**config.mk**
```make
export PLATFORM = sky130hd
export DESIGN_NAME = ulbp_core
export DESIGN_NICKNAME = d
export VERILOG_FILES = /design/src/rtl/ulbp_pkg.sv /design/src/rtl/ulbp_core.sv
export SDC_FILE = /design/constraint.sdc
export NUM_CORES = 1
export LEC_CHECK = 0
export ABC_AREA = 1
export ABC_CLOCK_PERIOD_IN_PS = 5100
export BUFFER_PORTS_ARGS = -buffer_cell sky130_fd_sc_hd__buf_2
export CAP_MARGIN = 20
export CORE_MARGIN = 3
export CORE_UTILIZATION = 56
export DETAILED_ROUTE_END_ITERATION = 12
export PLACE_DENSITY = 0.77
export SLEW_MARGIN = 30
export SYNTH_ARGS = -nofsm -noshare
export SYNTH_HDL_FRONTEND = slang
export SYNTH_SLANG_ARGS = --single-unit
export TNS_END_PERCENT = 20
```
**constraint.sdc**
```tcl
create_clock -name clk -period 5.1 [get_ports clk]
set_input_delay 1.53 -clock clk [delete_from_list [all_inputs] [get_ports clk]]
set_output_delay 1.53 -clock clk [all_outputs]
set_load 0.005 [all_outputs]
```
**src/rtl/ulbp_pkg.sv**
```systemverilog
// Shared types, constants and the uniform-bin mapping for the uniform LBP code map.
// Used by ulbp_pos, ulbp_core, the top level and the testbench; depends on nothing.
package ulbp_pkg;

	localparam int MAX_WIDTH  = 2048;
	localparam int MAX_HEIGHT = 4096;
	localparam int ADDR_W     = $clog2(MAX_WIDTH);
	localparam int PIX_W      = 8;
	localparam int BIN_W      = 6;
	localparam int WIDTH_W    = 12;
	localparam int HEIGHT_W   = 13;
	localparam int ROW_W      = 12;
	localparam int COL_W      = ADDR_W;
	localparam int LINE_W     = 2 * PIX_W;
	localparam int CFG_IDX_W  = 1;
	localparam int CFG_DATA_W = HEIGHT_W;

	localparam logic [WIDTH_W-1:0]  WIDTH_RST  = WIDTH_W'(48);
	localparam logic [HEIGHT_W-1:0] HEIGHT_RST = HEIGHT_W'(48);
	localparam logic [WIDTH_W-1:0]  WIDTH_MIN  = WIDTH_W'(3);
	localparam logic [WIDTH_W-1:0]  WIDTH_MAX  = WIDTH_W'(MAX_WIDTH);
	localparam logic [HEIGHT_W-1:0] HEIGHT_MIN = HEIGHT_W'(3);
	localparam logic [HEIGHT_W-1:0] HEIGHT_MAX = HEIGHT_W'(MAX_HEIGHT);

	localparam logic [BIN_W-1:0] BIN_FLAT   = BIN_W'(56);
	localparam logic [BIN_W-1:0] BIN_NONUNI = BIN_W'(57);

	typedef enum logic [CFG_IDX_W-1:0] {
		REG_WIDTH  = 1'b0,
		REG_HEIGHT = 1'b1
	} reg_idx_t;

	typedef struct packed {
		logic              emit;
		logic              last;
		logic [ROW_W-1:0]  row;
		logic [COL_W-1:0]  col;
		logic [PIX_W-1:0]  pixel;
	} item_t;

	typedef struct packed {
		logic              we;
		logic [ADDR_W-1:0] addr;
		logic [LINE_W-1:0] data;
	} ram_wr_t;

	function automatic logic [BIN_W-1:0] uniform_bin(input logic [7:0] code);
		logic [7:0] prev;
		logic [7:0] rise;
		logic [3:0] trans;
		logic [3:0] ones;
		logic [2:0] start;
		prev  = {code[6:0], code[7]};
		rise  = code & ~prev;
		trans = 4'($countones(code ^ prev));
		ones  = 4'($countones(code));
		start = 3'd0;
		for (int i = 0; i < 8; i++) begin
			if (rise[i]) start = 3'(i);
		end
		if (code == 8'h00 || code == 8'hff) return BIN_FLAT;
		if (trans != 4'd2) return BIN_NONUNI;
		return BIN_W'(7 * start) + BIN_W'(ones) - BIN_W'(1);
	endfunction

endpackage

```
**src/rtl/ulbp_core.sv**
```systemverilog
// 3x3 window, neighbor compare, uniform-bin lookup and the result register.
// Depends on ulbp_pkg; writes back the two line stores held in one RAM.
module ulbp_core (
	input  logic                                clk,
	input  logic                                arst_n,
	input  logic                                s1_valid,
	input  ulbp_pkg::item_t                     item_s1,
	input  logic [ulbp_pkg::LINE_W-1:0]         rd_data,
	output ulbp_pkg::ram_wr_t                   wr,
	output logic                                go,
	output logic                                bin_valid,
	input  logic                                bin_stall,
	output logic [ulbp_pkg::BIN_W-1:0]          bin,
	output logic [ulbp_pkg::ROW_W-1:0]          centre_row,
	output logic [ulbp_pkg::COL_W-1:0]          centre_col,
	output logic                                frame_last
);

	logic [8:0][ulbp_pkg::PIX_W-1:0] win_q;
	logic [8:0][ulbp_pkg::PIX_W-1:0] win_d;
	logic [ulbp_pkg::PIX_W-1:0]      upper;
	logic [ulbp_pkg::PIX_W-1:0]      middle;
	logic [ulbp_pkg::PIX_W-1:0]      ctr;
	logic [7:0]                      code;
	logic                            advance;

	assign upper   = rd_data[ulbp_pkg::LINE_W-1:ulbp_pkg::PIX_W];
	assign middle  = rd_data[ulbp_pkg::PIX_W-1:0];
	assign go      = !bin_valid || !bin_stall;
	assign advance = go && s1_valid;

	always_comb begin
		for (int k = 0; k < 3; k++) begin
			win_d[k*3]   = win_q[k*3+1];
			win_d[k*3+1] = win_q[k*3+2];
		end
		win_d[2] = upper;
		win_d[5] = middle;
		win_d[8] = item_s1.pixel;
		ctr      = win_d[4];
		code[0]  = win_d[5] > ctr;
		code[1]  = win_d[8] > ctr;
		code[2]  = win_d[7] > ctr;
		code[3]  = win_d[6] > ctr;
		code[4]  = win_d[3] > ctr;
		code[5]  = win_d[0] > ctr;
		code[6]  = win_d[1] > ctr;
		code[7]  = win_d[2] > ctr;
	end

	assign wr.we   = advance;
	assign wr.addr = item_s1.col;
	assign wr.data = {middle, item_s1.pixel};

	always_ff @(posedge clk or negedge arst_n) begin
		if (!arst_n) begin
			win_q     <= '0;
			bin_valid <= 1'b0;
		end else begin
			if (advance) win_q <= win_d;
			if (go) bin_valid <= s1_valid && item_s1.emit;
		end
	end

	always_ff @(posedge clk) begin
		if (advance && item_s1.emit) begin
			bin        <= ulbp_pkg::uniform_bin(code);
			centre_row <= item_s1.row - ulbp_pkg::ROW_W'(1);
			centre_col <= item_s1.col - ulbp_pkg::COL_W'(1);
			frame_last <= item_s1.last;
		end
	end

	a_emit_lands: assert property (@(posedge clk) disable iff (!arst_n)
		(advance && item_s1.emit) |=> bin_valid) else $error("interior pixel lost its bin");
	a_bin_range: assert property (@(posedge clk) disable iff (!arst_n)
		bin_valid |-> (bin <= ulbp_pkg::BIN_NONUNI)) else $error("bin out of range");
	a_window_holds: assert property (@(posedge clk) disable iff (!arst_n)
		(bin_valid && bin_stall) |=> $stable(win_q)) else $error("window moved while stalled");

endmodule

```
==> out/qor.yml, run 1 <==
run_status:
  status: "complete, but fails checks"
  violations: "setup timing"
routing:
  ant_nets: 0
  drc: 0
  firstDrtPassIters: 5
  via_count: 4675
  avgRoutedWirePerCell_um: 14.6
  initialDrtViolationCount: 230
  via_per_inst: 5.17
  wl_um: 13200
timing:
  worst_slew_pin_slew_ns: 0.628
  fmax_mhz: 193
  rsz0062_at_grt: "true"
  slew-limit-headroom_pct: 58.1
  period_share_pct: 101
  fin_hold_ws_ns: 0.498
  setup_ws_ns: -0.0691
  slew_viol_final: 0
  setup_violations: 5
  skew_ns: 0.00873
  layout_min_cycle_time_ns: 5.17
  finalHoldViolCount: 0
final_layout:
  final_area_um2: 7030
  antenna_cells: 0
  syn_to_final_growth_pct: 24.0
  fin_util_pct: 71.6
  drive_gt1_share_pct: 30.3
  final_nets: 924
synth:
  syn_area_um2: 5670
  synth_edf_count: 30
  ys_types: 39
  ys_async_sr_fraction_pct: 62.0
  synth-main-ff-cell: "dfrtp_1"
  synth_nets: 793
  postSynthAreaPerCell_um2: 8.92
  yosysWarnings: 0
  yosys_register_bits: 79
  ys_seq_area_share_pct: 37.5
  syn_inst: 636
worst_setup_path:
  crit_family: "adder cells"
  start_kind: "input pin"
  slowest_stage: "fa_1"
  path_max_fanout: 3
  cp.arrival_ns: 5.29
  r2r_slack_ns: 0.17
  cp-startpoint: "item_s1[7]"
  max_stage_delay_ns: 0.48
  worst-path-buf-inv: 6
  crit_type: "in2reg"
  crit_path_end_kind: "register"
  r2r-start: "ctr[3]$_DFFE_PN0P_"
  crit_required_ns: 5.22
clock_tree:
  cts_max_level: 3
  cts_tree: "built"
  cts_root_buf: "clkbuf_8"
  worst_skew_pair.late_latency_ns: 0.36
  clk_path_buf_depth: 2
  path_clk_slew_ns: 0.08
  clock_sinks: 79
  cts-buffers-inserted: 9
die:
  io_pins: 113
  start_util_pct: 57.8
  rows: 36
  die_w_um: 107
  core-area_um2: 9820
  dieArea_um2: 11400
  die_h_um: 107
global_routing:
  grt_use_total_pct: 23.7
  grt_pass1_vias: 4747
  grt_max_degree: 55
  gr-max-usage-layer: "met2"
  use_met3_pct: 3.37
  antenna_found_initial: 0
  overflow: 0
  use_met1_pct: 28.5
  use_met2_pct: 42.9
  grt_pass1_wl_um: 21700
placement:
  gp_congestion: 0.853
  io_buffers: 112
  pre_cts_ws_ns: -0.591
  placed_cell_area_um2: 6560
  hpwl_um: 9930
worst_hold_path:
  hp-class: "reg2reg"
  min_from: "win_d[7]$_DFFE_PN0P_"
pwr:
  p_total_mw: 3.95
  ir_drop_uv: 1050
  p_per_area_nw_per_um2: 562
  leakage_nw: 3.63
job:
  maxCapViolations: 0
kinds of logic after synthesis:
group	share of synthesized area [%]
compound gates	8.38
xor+xnor	3.40
fa+ha+maj	24.1
buf+inv	10.4
flops	37.5
simple gates	16.2
where the power goes:
part	internal [mW]	switching [mW]	leakage, nW
combinational	1.17	1.42	2.64
sequential	0.792	0.0462	0.881
clock	0.280	0.244	0.112
total	2.24	1.71	3.63
repair_timing:
action | in CTS | in global routing
gates resized for setup | 25 | 17
hold buffers | 0 | 0
buffers inserted | 3 | 0
setup endpoints to repair | 6 | 6
pin swaps | 12 | 4
final timing paths:
check / to / depth (start not counted)
worst max register to register: bin[4]$_SDFFCE_PP1P_ / 22
worst max-delay path: bin[5]$_SDFFCE_PP1P_ / 25
max in group asynchronous: ctr[2]$_DFFE_PN0P_ / 2
min in group asynchronous: ctr[4]$_DFFE_PN0P_ / 2
worst min register to register: win_d[7]$_DFFE_PN0P_ / 2
worst min-delay path: win_d[7]$_DFFE_PN0P_ / 2
through the flow:
| step | cells | setup TNS [ns] |
|---|---|---|
| finish | 905 | -0.154 |
| global route | 905 | -1.28 |
| CTS | 905 | -0.106 |
| detailed placement | 886 | -3.08 |
| global placement | 886 | -2.53 |
| floorplan | 636 | -1.19 |
area by class of cell:
type / instances / area (um2)
clock inverter: 6 / 93.8
sequential: 79 / 2130
tap: 133 / 166
timing repair buffer: 157 / 907
clock buffer: 10 / 128
inverter: 92 / 345
fill: 757 / 2790
multi-input combinational: 428 / 3270
registers in the layout (all words and copies together) (netlist names):
name and flops:
win_d 40, ctr 8, frame_last 1, bin_valid 1
centre_col 11, centre_row 12, bin 6
layer usage:
layer	vias up	share of wire (%)
met3	30	3.7
li1	2322	-
met4	0	2.5
met5	-	0
met2	106	53
met1	2217	41
worst register-to-register path, cell delays in order, from the launching register on:
cell,delay (ns)
dfrtp_1,0.36
inv_1,0.39
ha_1,0.23
nand2_1,0.07
o21ai_0,0.23
nand2_1,0.07
a32oi_1,0.47
inv_1,0.14
ha_1,0.26
nor2_2,0.15
o211ai_1,0.15
ha_1,0.35
xor2_1,0.18
ha_1,0.28
inv_1,0.04
ha_1,0.30
ha_4,0.17
ha_2,0.29
nand2_1,0.07
nand2_1,0.07
a31oi_2,0.23
a21oi_1,0.06
nand3b_1,0.16
layout by cell type (no fill, tap or decap), types with 8 or more instances in the layout:
| master | count |
|---|---|
| nand2_1 | 145 |
| buf_2 | 110 |
| inv_1 | 83 |
| ha_1 | 78 |
| dfrtp_1 | 49 |
| buf_4 | 46 |
| o21ai_0 | 36 |
| edfxtp_1 | 30 |
| nor2_1 | 29 |
| a21oi_1 | 18 |
| xor2_1 | 17 |
| ha_4 | 13 |
| nand4_1 | 9 |
| clkbuf_8 | 9 |
| inv_2 | 8 |
synth_stat cells, types with 2 or more instances:
| cell type | instances | area share, % |
|---|---|---|
| nand3_1 | 8 | 0.71 |
| nand4_1 | 9 | 0.99 |
| a211oi_1 | 3 | 0.40 |
| o21bai_1 | 2 | 0.26 |
| o211ai_1 | 2 | 0.26 |
| nand3_2 | 2 | 0.35 |
| edfxtp_1 | 30 | 16 |
| inv_1 | 91 | 6.0 |
| nor3b_1 | 2 | 0.26 |
| a21oi_1 | 23 | 2.0 |
| a32oi_1 | 2 | 0.31 |
| nor3_1 | 5 | 0.44 |
| o21ai_0 | 38 | 3.4 |
| clkbuf_1 | 9 | 0.60 |
| xor2_1 | 17 | 2.6 |
| a21o_1 | 3 | 0.40 |
| buf_4 | 28 | 3.7 |
| a21oi_2 | 2 | 0.31 |
| nand3b_1 | 2 | 0.26 |
| fa_1 | 9 | 3.2 |
| dfrtp_1 | 49 | 22 |
| nand2_1 | 151 | 10 |
| nor2_1 | 35 | 2.3 |
| xnor2_1 | 5 | 0.77 |
| ha_1 | 95 | 21 |
(Power assumes the default switching activity.)
==> run 2: changes to the inputs <==
--- a/config.mk
+++ b/config.mk
@@ -12,7 +12,7 @@
 export CORE_MARGIN = 3
 export CORE_UTILIZATION = 56
 export DETAILED_ROUTE_END_ITERATION = 12
-export PLACE_DENSITY = 0.77
+export PLACE_DENSITY_LB_ADDON = 0.2
 export SLEW_MARGIN = 30
 export SYNTH_ARGS = -nofsm -noshare
 export SYNTH_HDL_FRONTEND = slang
==> out/qor.yml, run 2 (synthesis gave the netlist of run 1 again) <==
final_layout:
  layout_common_cells: "145 x nand2_1, 110 x buf_2, 81 x inv_1, 81 x ha_1, 52 x buf_4"
  syn_to_final_growth_pct: 23.6
  fillers: 778
  antenna_cells: 0
  layout_commonest_cell: "nand2_1"
  largest_reg_flops: 40
  layout.cells.non_filler: 911
  final_nets: 930
  drive_gt1_share_pct: 30.3
timing:
  period_share_pct: 101
  fin_hold_ws_ns: 0.494
  setup_ws_ns: -0.0511
  slew_viol_final: 0
  skew_ns: 0.0134
  rsz0062_at_grt: "true"
  setup_violations: 2
  fmax_mhz: 194
  finalHoldViolCount: 0
  slew-limit-headroom_pct: 57.5
  layout_min_cycle_time_ns: 5.15
  worst_slew_pin_slew_ns: 0.638
routing:
  initialDrtViolationCount: 238
  via_count: 4714
  wl_um: 13400
  firstDrtPassIters: 5
  avgRoutedWirePerCell_um: 14.7
  ant_nets: 0
  via_per_inst: 5.17
  drc: 0
clock_tree:
  worst_skew_pair.late_latency_ns: 0.36
  cts_tree: "built"
  cts_hold_buffers: 0
  clk_path_buf_depth: 2
  cts_max_level: 3
  cts_root_buf: "clkbuf_8"
  clock_sinks: 79
  cts-buffers-inserted: 9
  path_clk_slew_ns: 0.09
die:
  dieArea_um2: 11400
  io_pins: 113
  rows: 36
  die_w_um: 107
  start_util_pct: 57.8
  core-area_um2: 9820
  die_h_um: 107
pwr:
  combPwrFrac_pct: 65.5
  ir_drop_uv: 1070
  p_per_area_nw_per_um2: 543
  switchingPower_mw: 1.63
  share_seq_of_total_power_pct: 22.0
  p_int_mw: 2.18
  sw_frac_of_total_pct: 42.7
  leakage_nw: 3.65
  clkPwrFrac_pct: 12.5
global_routing:
  overflow: 0
  use_met1_pct: 32.0
  antenna_found_initial: 0
  use_met3_pct: 2.71
  grt_max_degree: 55
  grt_pass1_wl_um: 22200
  grt_use_total_pct: 24.5
  use_met2_pct: 42.8
  grt_pass1_vias: 4770
  gr-max-usage-layer: "met2"
worst_setup_path:
  max_stage_delay_ns: 0.47
  crit_path_end_kind: "register"
  start_kind: "input pin"
  crit_type: "in2reg"
  crit_required_ns: 5.23
  path_max_fanout: 3
  cp.arrival_ns: 5.28
  slowest_stage: "fa_1"
  r2r_slack_ns: 0.23
worst_hold_path:
  hp-class: "reg2reg"
run_status:
  violations: "setup timing"
  status: "complete, but fails checks"
placement:
  gp_congestion: 0.918
  numPlacedInstances: 889
  io_buffers: 112
  hpwl_um: 10100
job:
  maxCapViolations: 0
==> run 2: changes by cell type in the layout (fill, tap and decap cells not counted), sizes merged <==
cell	delta
clkinvlp	+1
buf	+6
bufinv	-1
==> run 2: path summary, 6_finish.rpt <==
check / startpoint / endpoint / cells after the start
max: rd_data[7] / bin[5]$_SDFFCE_PP1P_ / 26
min: win_d[55]$_DFFE_PN0P_ / win_d[55]$_DFFE_PN0P_ / 2
max reg2reg: ctr[7]$_DFFE_PN0P_ / bin[5]$_SDFFCE_PP1P_ / 23
min reg2reg: win_d[55]$_DFFE_PN0P_ / win_d[55]$_DFFE_PN0P_ / 2
max in group asynchronous: arst_n / win_d[11]$_DFFE_PN0P_ / 2
min in group asynchronous: arst_n / win_d[58]$_DFFE_PN0P_ / 2
==> run 2: stage by stage <==
step | setup TNS, ns | area (um2) | setup WS [ns] | power [mW] | util (%)
finish | -0.0644 | 7010 | -0.0511 | 3.81 | 71.4
global route | -1.03 | 7010 | -0.259 | 4.24 | 71.4
CTS | -0.0000755 | 6930 | -0.0000755 | 3.66 | 70.6
detailed placement | -2.84 | 6580 | -0.519 | 3.01 | 67.0
global placement | -2.30 | 6580 | -0.426 | 2.90 | 67.0
floorplan | -1.19 | 5760 | -0.252 | 2.35 | -
==> run 2: power groups by stage <==
stage	clock network, mW	registers [mW]	logic [mW]
after floorplan	0	0.845	1.51
after global placement	0	0.847	2.05
after detailed placement	0	0.849	2.16
after CTS	0.486	0.837	2.33
after global routing	0.510	0.847	2.89
final	0.477	0.837	2.49
==> run 2: worst max-delay path: cells and delay by family <==
family	cells	cell delay, ns
buf+inv	6	0.45
simple gates	8	0.58
compound gates	5	0.62
fa+ha+maj	7	2.08
==> run 2: layer usage <==
metal | routed length, um | share of wire (%) | up-vias
met5 | 0 | 0 | -
met4 | 186 | 1.4 | 0
met3 | 513 | 3.8 | 12
met2 | 6740 | 50 | 113
met1 | 5970 | 45 | 2259
li1 | - | - | 2330
==> run 2: cell type report <==
cell class                 count  area, um2  area share [%]
tap                          133        166            2.37
timing repair buffer         163        952            13.6
sequential                    79       2130            30.3
multi-input combinational    428       3220            46.0
clock inverter                 6       68.8           0.981
inverter                      92        345            4.93
clock buffer                  10        128            1.82
==> run 2: timing repair <==
item,CTS,global route
pin swaps,16,9
buffers inserted,4,2
gates resized for setup,21,15
endpoints found under the setup margin,5,6
