### src/rtl/ulbp_pkg.sv
// Shared types, constants and the uniform-bin mapping for the uniform LBP code map.
// Used by ulbp_pos, ulbp_core, the top level and the testbench; depends on nothing.
package ulbp_pkg;

	localparam int MAX_WIDTH  = 2048;
	localparam int MAX_HEIGHT = 4096;
	localparam int ADDR_W     = $clog2(MAX_WIDTH);
	localparam int PIX_W      = 8;
	localparam int BIN_W      = 6;
	localparam int WIDTH_W    = 12;
	localparam int HEIGHT_W   = 13;
	localparam int ROW_W      = 12;
	localparam int COL_W      = ADDR_W;
	localparam int LINE_W     = 2 * PIX_W;
	localparam int CFG_IDX_W  = 1;
	localparam int CFG_DATA_W = HEIGHT_W;

	localparam logic [WIDTH_W-1:0]  WIDTH_RST  = WIDTH_W'(48);
	localparam logic [HEIGHT_W-1:0] HEIGHT_RST = HEIGHT_W'(48);
	localparam logic [WIDTH_W-1:0]  WIDTH_MIN  = WIDTH_W'(3);
	localparam logic [WIDTH_W-1:0]  WIDTH_MAX  = WIDTH_W'(MAX_WIDTH);
	localparam logic [HEIGHT_W-1:0] HEIGHT_MIN = HEIGHT_W'(3);
	localparam logic [HEIGHT_W-1:0] HEIGHT_MAX = HEIGHT_W'(MAX_HEIGHT);

	localparam logic [BIN_W-1:0] BIN_FLAT   = BIN_W'(56);
	localparam logic [BIN_W-1:0] BIN_NONUNI = BIN_W'(57);

	typedef enum logic [CFG_IDX_W-1:0] {
		REG_WIDTH  = 1'b0,
		REG_HEIGHT = 1'b1
	} reg_idx_t;

	typedef struct packed {
		logic              emit;
		logic              last;
		logic [ROW_W-1:0]  row;
		logic [COL_W-1:0]  col;
		logic [PIX_W-1:0]  pixel;
	} item_t;

	typedef struct packed {
		logic              we;
		logic [ADDR_W-1:0] addr;
		logic [LINE_W-1:0] data;
	} ram_wr_t;

	function automatic logic [BIN_W-1:0] uniform_bin(input logic [7:0] code);
		logic [7:0] prev;
		logic [7:0] rise;
		logic [3:0] trans;
		logic [3:0] ones;
		logic [2:0] start;
		prev  = {code[6:0], code[7]};
		rise  = code & ~prev;
		trans = 4'($countones(code ^ prev));
		ones  = 4'($countones(code));
		start = 3'd0;
		for (int i = 0; i < 8; i++) begin
			if (rise[i]) start = 3'(i);
		end
		if (code == 8'h00 || code == 8'hff) return BIN_FLAT;
		if (trans != 4'd2) return BIN_NONUNI;
		return BIN_W'(7 * start) + BIN_W'(ones) - BIN_W'(1);
	endfunction

endpackage

### src/rtl/ulbp_pos.sv
// Geometry registers, raster position counters and the input stage register.
// Depends on ulbp_pkg; issues the line-store read for each accepted pixel.
module ulbp_pos (
	input  logic                                clk,
	input  logic                                arst_n,
	input  logic                                cfg_valid,
	input  logic [ulbp_pkg::CFG_IDX_W-1:0]      cfg_index,
	input  logic [ulbp_pkg::CFG_DATA_W-1:0]     cfg_data,
	input  logic                                pixel_valid,
	output logic                                pixel_stall,
	input  logic [ulbp_pkg::PIX_W-1:0]          pixel,
	input  logic                                go,
	output logic                                s1_valid,
	output ulbp_pkg::item_t                     item_s1,
	output logic                                rd_en,
	output logic [ulbp_pkg::ADDR_W-1:0]         rd_addr
);

	logic [ulbp_pkg::WIDTH_W-1:0]  width_q;
	logic [ulbp_pkg::HEIGHT_W-1:0] height_q;
	logic [ulbp_pkg::COL_W-1:0]    col_q;
	logic [ulbp_pkg::ROW_W-1:0]    row_q;
	logic [ulbp_pkg::WIDTH_W-1:0]  w_eff;
	logic [ulbp_pkg::HEIGHT_W-1:0] h_eff;
	logic                          col_wrap;
	logic [ulbp_pkg::HEIGHT_W-1:0] row_pre;
	logic [ulbp_pkg::COL_W-1:0]    c;
	logic [ulbp_pkg::ROW_W-1:0]    r;
	logic [ulbp_pkg::WIDTH_W-1:0]  c_inc;
	logic [ulbp_pkg::HEIGHT_W-1:0] r_inc;
	logic                          c_wrap;
	logic [ulbp_pkg::COL_W-1:0]    col_d;
	logic [ulbp_pkg::ROW_W-1:0]    row_d;
	logic                          accept;

	always_comb begin
		if (width_q < ulbp_pkg::WIDTH_MIN) w_eff = ulbp_pkg::WIDTH_MIN;
		else if (width_q > ulbp_pkg::WIDTH_MAX) w_eff = ulbp_pkg::WIDTH_MAX;
		else w_eff = width_q;
		if (height_q < ulbp_pkg::HEIGHT_MIN) h_eff = ulbp_pkg::HEIGHT_MIN;
		else if (height_q > ulbp_pkg::HEIGHT_MAX) h_eff = ulbp_pkg::HEIGHT_MAX;
		else h_eff = height_q;
	end

	always_comb begin
		col_wrap = {1'b0, col_q} >= w_eff;
		c        = col_wrap ? '0 : col_q;
		row_pre  = {1'b0, row_q} + ulbp_pkg::HEIGHT_W'(col_wrap);
		r        = (row_pre >= h_eff) ? '0 : row_pre[ulbp_pkg::ROW_W-1:0];
		c_inc    = {1'b0, c} + ulbp_pkg::WIDTH_W'(1);
		r_inc    = {1'b0, r} + ulbp_pkg::HEIGHT_W'(1);
		c_wrap   = c_inc >= w_eff;
		col_d    = c_wrap ? '0 : c_inc[ulbp_pkg::COL_W-1:0];
		if (!c_wrap) row_d = r;
		else if (r_inc >= h_eff) row_d = '0;
		else row_d = r_inc[ulbp_pkg::ROW_W-1:0];
	end

	assign pixel_stall = s1_valid && !go;
	assign accept      = pixel_valid && !pixel_stall;
	assign rd_en       = accept;
	assign rd_addr     = c;

	always_ff @(posedge clk or negedge arst_n) begin
		if (!arst_n) begin
			width_q  <= ulbp_pkg::WIDTH_RST;
			height_q <= ulbp_pkg::HEIGHT_RST;
		end else if (cfg_valid) begin
			case (cfg_index)
				ulbp_pkg::REG_WIDTH:  width_q  <= cfg_data[ulbp_pkg::WIDTH_W-1:0];
				ulbp_pkg::REG_HEIGHT: height_q <= cfg_data;
				default: ;
			endcase
		end
	end

	always_ff @(posedge clk or negedge arst_n) begin
		if (!arst_n) begin
			col_q    <= '0;
			row_q    <= '0;
			s1_valid <= 1'b0;
		end else begin
			if (accept) begin
				col_q    <= col_d;
				row_q    <= row_d;
				s1_valid <= 1'b1;
			end else if (go) begin
				s1_valid <= 1'b0;
			end
		end
	end

	always_ff @(posedge clk) begin
		if (accept) begin
			item_s1.emit  <= (r >= ulbp_pkg::ROW_W'(2)) && (c >= ulbp_pkg::COL_W'(2));
			item_s1.last  <= ({1'b0, r} == h_eff - ulbp_pkg::HEIGHT_W'(1)) &&
				({1'b0, c} == w_eff - ulbp_pkg::WIDTH_W'(1));
			item_s1.row   <= r;
			item_s1.col   <= c;
			item_s1.pixel <= pixel;
		end
	end

	a_accept_fills: assert property (@(posedge clk) disable iff (!arst_n)
		accept |=> s1_valid) else $error("accepted pixel did not reach stage 1");
	a_stall_holds: assert property (@(posedge clk) disable iff (!arst_n)
		(s1_valid && !go) |=> (s1_valid && $stable(item_s1)))
		else $error("stage 1 item changed while held");
	a_col_in_row: assert property (@(posedge clk) disable iff (!arst_n)
		s1_valid |-> ({1'b0, item_s1.col} < w_eff))
		else $error("stage 1 column outside the row");

endmodule

### config.mk
export PLATFORM = sky130hd
export DESIGN_NAME = ulbp_pos
export DESIGN_NICKNAME = d
export VERILOG_FILES = /design/src/rtl/ulbp_pkg.sv /design/src/rtl/ulbp_pos.sv
export SDC_FILE = /design/constraint.sdc
export NUM_CORES = 1
export LEC_CHECK = 0
export ABC_AREA = 1
export CORE_ASPECT_RATIO = 0.5
export CORE_MARGIN = 4
export CORE_UTILIZATION = 35
export DETAILED_ROUTE_END_ITERATION = 12
export DONT_BUFFER_PORTS = 1
export PLACE_DENSITY = 0.52
export REMOVE_ABC_BUFFERS = 1
export SLEW_MARGIN = 20
export SYNTH_ARGS = -nofsm -noshare
export SYNTH_HDL_FRONTEND = slang
export SYNTH_SLANG_ARGS = --single-unit
### constraint.sdc
create_clock -name clk -period 10.75 [get_ports clk]
set_clock_uncertainty 0.2 [all_clocks]
set_input_delay 0 -clock clk [delete_from_list [all_inputs] [get_ports clk]]
set_output_delay 0 -clock clk [all_outputs]
set_load 0.05 [all_outputs]
==> results.ini, run 1 <==
[timing]
max_slew_margin=0.522
tns_ps=0
finalHoldViolCount=0
fmax_ghz=0.123
setup_ws_ps=2620
worst_slew_pin_slew_ps=718
hold_ws_ps=31.5
period_minus_slack_ps=8130
fin_crit_sh=0.756
finalSetupViolCount=0
rsz0062_at_grt=no
slew_violations=0

[setup_path]
worst-path-max-fanout=13
critPathArrivalTime_ps=8220
r2r_slack_ps=2620
crit_path_start_kind=register
r2r_cells=42
worstSetupEndpointType=register
r2r-end=row_q[11]
slowest_stage=dfrtp_1
cpMostUsedCell=nand2_1
cp.required_ps=10840
slowest_delay_ps=450
r2r_start=width_q[11]
crit_type=reg2reg

[floorplan]
ios=74
fp-row-count=35
die_w_microns=203
core_sq_mm=0.0185
die_y_microns=105
dieArea_sq_mm=0.0213
initial_utilization=0.358

[yosys]
netlist_area_sq_mm=0.00663
ys_dominant_reg_cell=dfrtp_1
yosysTopAreaCellShare=0.170
syn_inst=898
ys_types=54
synth_edf_count=33
synth_seq_cells=82
synthArstFlopShare=0.598
syn_avg_cell_area_sq_um=7.38
synth_common_cells=nand2_1, inv_1, nand3_1
seq_area_frac_synth=0.335
yosysMostFrequentCell=nand2_1
synthTopCellsByArea=dfrtp_1, edfxtp_1, nand2_1
yosys_warnings=0
yosys.area.top_type=dfrtp_1

[global_route]
grt_pass1_vias=5723
grt_max_degree=42
grt.total_usage=0.196
overflow=0
antenna_found_initial=0
grt_pass1_wl_mm=32.5

[worst_hold_path]
hp-class=in2reg
hold-path-cell-count=3
min-delay-start=cfg_valid
min_to=width_q[5]

[detailed_routing]
drt-total-wl_mm=20.5
drt-wirelength-per-cell_microns=17.2
viasPerCell=5.01
drc=0
drtPass1Iterations=5
drtIter0Drc=515
num_vias=5975
drtAntennaViolNets=0

[cells_and_area]
drive_gt1_frac=0.103
final.fill_count=1941
area_delta_synth_final_pct=13.0
diodes=0
finalNetCount=1012
utilization=0.405

[cts]
cts_root_buffer=clkbuf_16
clockBufferDepth=2
clock_latency_ps=360
clkTransAtPathRegs_ps=60
post_cts_resized=0
htree_levels=3
cts_tree=built
numCtsBuffers=9
cts_sinks=82

[power_and_ir_drop]
p_leak_nw=3.69
ir_worst_vdd_mv=0.102
power_density_mw_per_mm2=255
design_power_total_mw=1.91

[placement]
io_buffer_count=0
place_congestion=0.961
hpwl_mm=15.8
dp_worst_setup_slack_ps=2730

[run]
maxCapViolCount=0

[run_status]
status=completed

[through the flow]
step	cells	cell area [sq um]
2_1_floorplan	888	6570
3_3_place_gp	1149	6910
3_5_place_dp	1149	6910
4_1_cts	1192	7490
5_1_grt	1192	7490
6_report	1192	7490
[worst max-delay path by stage]
stage,from,end,slack [ps],cells after the start
3_3_place_gp,width_q[3],row_q[11],2930,43
6_report,width_q[11],row_q[11],2620,42
5_1_grt,width_q[11],row_q[3],1570,43
2_1_floorplan,width_q[3],row_q[11],3920,45
4_1_cts,width_q[11],row_q[11],2680,44
3_5_place_dp,width_q[11],row_q[11],2730,44
[cell type report]
class	count	area (sq um)	area share
Sequential cell	82	2220	0.297
Timing Repair Buffer	29	313	0.0418
Inverter	144	541	0.0722
Clock inverter	7	48.8	0.00652
Multi-Input combinational cell	662	3810	0.509
Tap cell	259	324	0.0433
Clock buffer	9	225	0.0301
[metal layers]
metal | vias up | track usage | wire length, microns
met5 | - | 0 | 0
met4 | 0 | 0.0586 | 470
met3 | 40 | 0.0504 | 1380
met2 | 197 | 0.307 | 8910
met1 | 2738 | 0.269 | 9750
li1 | 3000 | - | -
[logic make-up (layout without fill, tap and decap cells)]
| group | count (synthesis) | in the layout | share of synthesized area |
|---|---|---|---|
| xor gates and xnor gates | 13 | 13 | 0.0212 |
| buffers and inverters | 154 | 189 | 0.0903 |
| and+or+nand+nor | 480 | 480 | 0.346 |
| adders and majority gates | 57 | 57 | 0.108 |
| AOI/OAI and AO/OA | 112 | 112 | 0.0995 |
| DFF | 82 | 82 | 0.335 |
[repair_timing]
item                                   CTS  global route
hold buffers                            27             0
endpoints found under the hold margin   92             0
setup buffers                            0             0
[state kept, by name, indices dropped and copies added, names as in the netlist]
signal,flops
col_q,11
height_q,13
item_s1,33
row_q,12
s1_valid,1
width_q,12
[layout by cell type, fill, tap and decap left out, types with 8 or more instances in the layout]
master,n
a21oi_1,27
a22oi_1,8
clkbuf_16,9
dfrtp_1,45
dlygate4sd3_1,25
edfxtp_1,33
ha_1,57
inv_1,135
inv_2,8
nand2_1,256
nand2_2,12
nand3_1,72
nand4_1,15
nor2_1,66
nor2_2,13
nor2_4,13
o21ai_0,51
[report_power, final]
part,total (mW),internal [mW],switching [mW],leakage (nW)
sequential,0.540,0.408,0.132,0.933
combinational,1.06,0.327,0.738,2.62
clock,0.302,0.158,0.144,0.137
total,1.91,0.893,1.01,3.69
[worst max-delay path, delay by kind of cell, from the launching register on]
| family | cells | cell delay (ps) |
|---|---|---|
| adder cells (fa/ha/maj) | 5 | 1360 |
| flip-flops | 1 | 450 |
| AND/OR/NAND/NOR | 26 | 4700 |
| AO/OA/AOI/OAI | 5 | 720 |
| buffers and inverters | 6 | 590 |
(Power assumes the default switching activity.)
==> run 2: changes to the inputs <==
PLACE_DENSITY = 0.54   (was 0.52)
clock period = 7.31 ns   (was 10.75 ns; I/O delays follow)
==> run 2 against run 1 <==
Effect of this change: via count rose by 1.2%; global-route usage fell by 0.45 points; clock power rose by 52%; first-iteration DRC count is 11% lower; utilization rose by 1.1 points; sequential share of layout area decreased by 0.80 points; critical path type unchanged; critical endpoint is now row_q[6]; largest cell class unchanged.
==> results.ini, run 2 (synthesis gave the netlist of run 1 again) <==
[setup_path]
endpoint=row_q[6]
worstSetupEndpointType=register
crit_type=reg2reg
r2r_cells=45  ; +7.1%
cpMostUsedCell=nand2_1
cp.required_ps=7320  ; -3520 ps
cp-startpoint=width_q[11]
crit_path_start_kind=register
slowest_stage=dfrtp_2
worst-path-max-fanout=13  ; unchanged
slowest_delay_ps=450  ; about the same
r2r_slack_ps=560  ; -2060 ps
critPathArrivalTime_ps=6760  ; -1460 ps
r2r-end=row_q[6]
r2r_start=width_q[11]

[cts]
htree_levels=3  ; unchanged
numCtsBuffers=9  ; unchanged
clock_latency_ps=360  ; about the same
clockBufferDepth=2  ; unchanged
cts_root_buffer=clkbuf_16
cts_sinks=82  ; unchanged
clkTransAtPathRegs_ps=70  ; about the same
cts_tree=built

[floorplan]
initial_utilization=0.358  ; unchanged
ios=74  ; unchanged
core_sq_mm=0.0185  ; unchanged
die_w_microns=203  ; unchanged
dieArea_sq_mm=0.0213  ; unchanged
fp-row-count=35  ; unchanged
die_y_microns=105  ; unchanged

[detailed_routing]
drc=0  ; unchanged
viasPerCell=5.00  ; -0.25%
drtAntennaViolNets=0  ; unchanged
drt-wirelength-per-cell_microns=16.7  ; -3.0%
num_vias=6045  ; +1.2%
drtPass1Iterations=5  ; unchanged
drt-total-wl_mm=20.2  ; -1.6%
drtIter0Drc=457  ; -11%

[placement]
place_congestion=0.926  ; -3.6%
dpl_cell_area_sq_mm=0.00703  ; +1.6%
io_buffer_count=0  ; unchanged
hpwl_mm=15.5  ; -1.5%

[timing]
max_slew_margin=0.457  ; -0.0647
period_minus_slack_ps=6750  ; -1380 ps
fmax_ghz=0.148  ; +20%
hold_ws_ps=32.1  ; +0.646 ps
worst_slew_pin_slew_ps=812  ; +94.5 ps
finalHoldViolCount=0  ; unchanged
fin_crit_sh=0.924  ; +0.168
finalSetupViolCount=0  ; unchanged
slew_violations=0  ; unchanged

[cells_and_area]
diodes=0  ; unchanged
finalNetCount=1029  ; +1.7%
final_cell_mix=nand2_1, inv_1, nand3_1
layout_commonest_cell=nand2_1
final_cell_area_sq_mm=0.00770  ; +2.8%
largest_reg_flops=33  ; unchanged
drive_gt1_frac=0.129  ; +0.0266
area_delta_synth_final_pct=16.2
reg.largest.list=item_s1: 33 flops, height_q: 13 flops
final.fill_count=1907  ; -1.8%
top_register=item_s1

[power_and_ir_drop]
swShare=0.527  ; -0.00491
p_sw_mw=1.53  ; +51%
p_leak_nw=3.80  ; +2.9%
ir_worst_vdd_mv=0.130  ; +27%
seq_power_share=0.274  ; -0.009
pwr-share-clk=0.158  ; about the same
intPower_mw=1.37  ; +54%
combPwrFrac=0.568  ; +0.010
power_density_mw_per_mm2=377  ; +48%

[global_route]
grt_max_degree=46  ; +9.5%
grt_pass1_wl_mm=32.2  ; -0.87%
grt.total_usage=0.192  ; -0.00451
grt_pass1_vias=5681  ; -0.73%
overflow=0  ; unchanged
antenna_found_initial=0  ; unchanged

[run_status]
status=completed

[worst_hold_path]
hp-class=in2reg

[run]
maxCapViolCount=0  ; unchanged

## run 2: changes by cell type in the layout (fill, tap and decap cells not counted), moves of 2 or more
cell / before / now
inv_4: 3 / 0
inv_8: 0 / 2
clkinv_4: 0 / 2
nor2_4: 13 / 15
buf_4: 2 / 19
nand2_1: 256 / 252
nand2_4: 1 / 3
nand2_2: 12 / 14
## run 2: worst min path at each step
stage | from | endpoint | slack (ps) | depth (start not counted)
2_1_floorplan | arst_n | col_q[0] | -500 | 0
3_3_place_gp | arst_n | row_q[4] | -490 | 0
3_5_place_dp | arst_n | row_q[4] | -490 | 0
4_1_cts | cfg_valid | width_q[5] | 20 | 3
5_1_grt | arst_n | width_q[5] | 60 | 2
6_report | cfg_valid | height_q[5] | 30 | 3
## run 2: repair_timing
action / 4_1_cts / 5_1_grt
endpoints found under the setup margin: 0 / 12
endpoints found under the hold margin: 95 / 0
hold buffers: 26 / 0
gates resized for setup: 0 / 15
buffers inserted: 0 / 3
## run 2: area by class of cell
cell class,instances,area (sq um),share of cell area
Multi-Input combinational cell,662,3860,0.502
Sequential cell,82,2220,0.289
Inverter,144,541,0.0702
Timing Repair Buffer,46,449,0.0584
Tap cell,259,324,0.0421
Clock buffer,9,225,0.0293
Clock inverter,7,72.6,0.00943
## run 2: layer usage
layer	track usage	vias up	routed length [microns]
met5	0	-	0
met4	0.0392	0	238
met3	0.0363	23	1070
met2	0.302	168	8930
met1	0.276	2827	9930
li1	-	3027	-
## run 2: metrics by stage
stage / std cells / TNS (ps) / power, mW / util / worst slack [ps]
detailed placement: 1164 / 0 / 2.39 / 0.380 / 124
finish: 1209 / 0 / 2.90 / 0.417 / 558
global route: 1209 / -1.62 / 3.16 / 0.417 / -1.29
CTS: 1206 / 0 / 2.89 / 0.412 / 92.1
floorplan: 888 / 0 / 1.94 / - / 478
global placement: 1164 / 0 / 2.39 / 0.380 / 278
## run 2: power groups by stage
stage,sequential [mW],combinational (mW),clock [mW]
2_1_floorplan,0.773,1.16,0
3_3_place_gp,0.805,1.58,0
3_5_place_dp,0.804,1.59,0
4_1_cts,0.796,1.61,0.476
5_1_grt,0.807,1.85,0.499
6_report,0.795,1.65,0.459
## run 2: critical path: cells and delay by family, from the launching register on
family	cells	cell delay (ps)
and+or+nand+nor	30	3430
adders and majority gates	5	1350
buffers and inverters	7	640
AOI/OAI and AO/OA	3	490
DFF	1	450
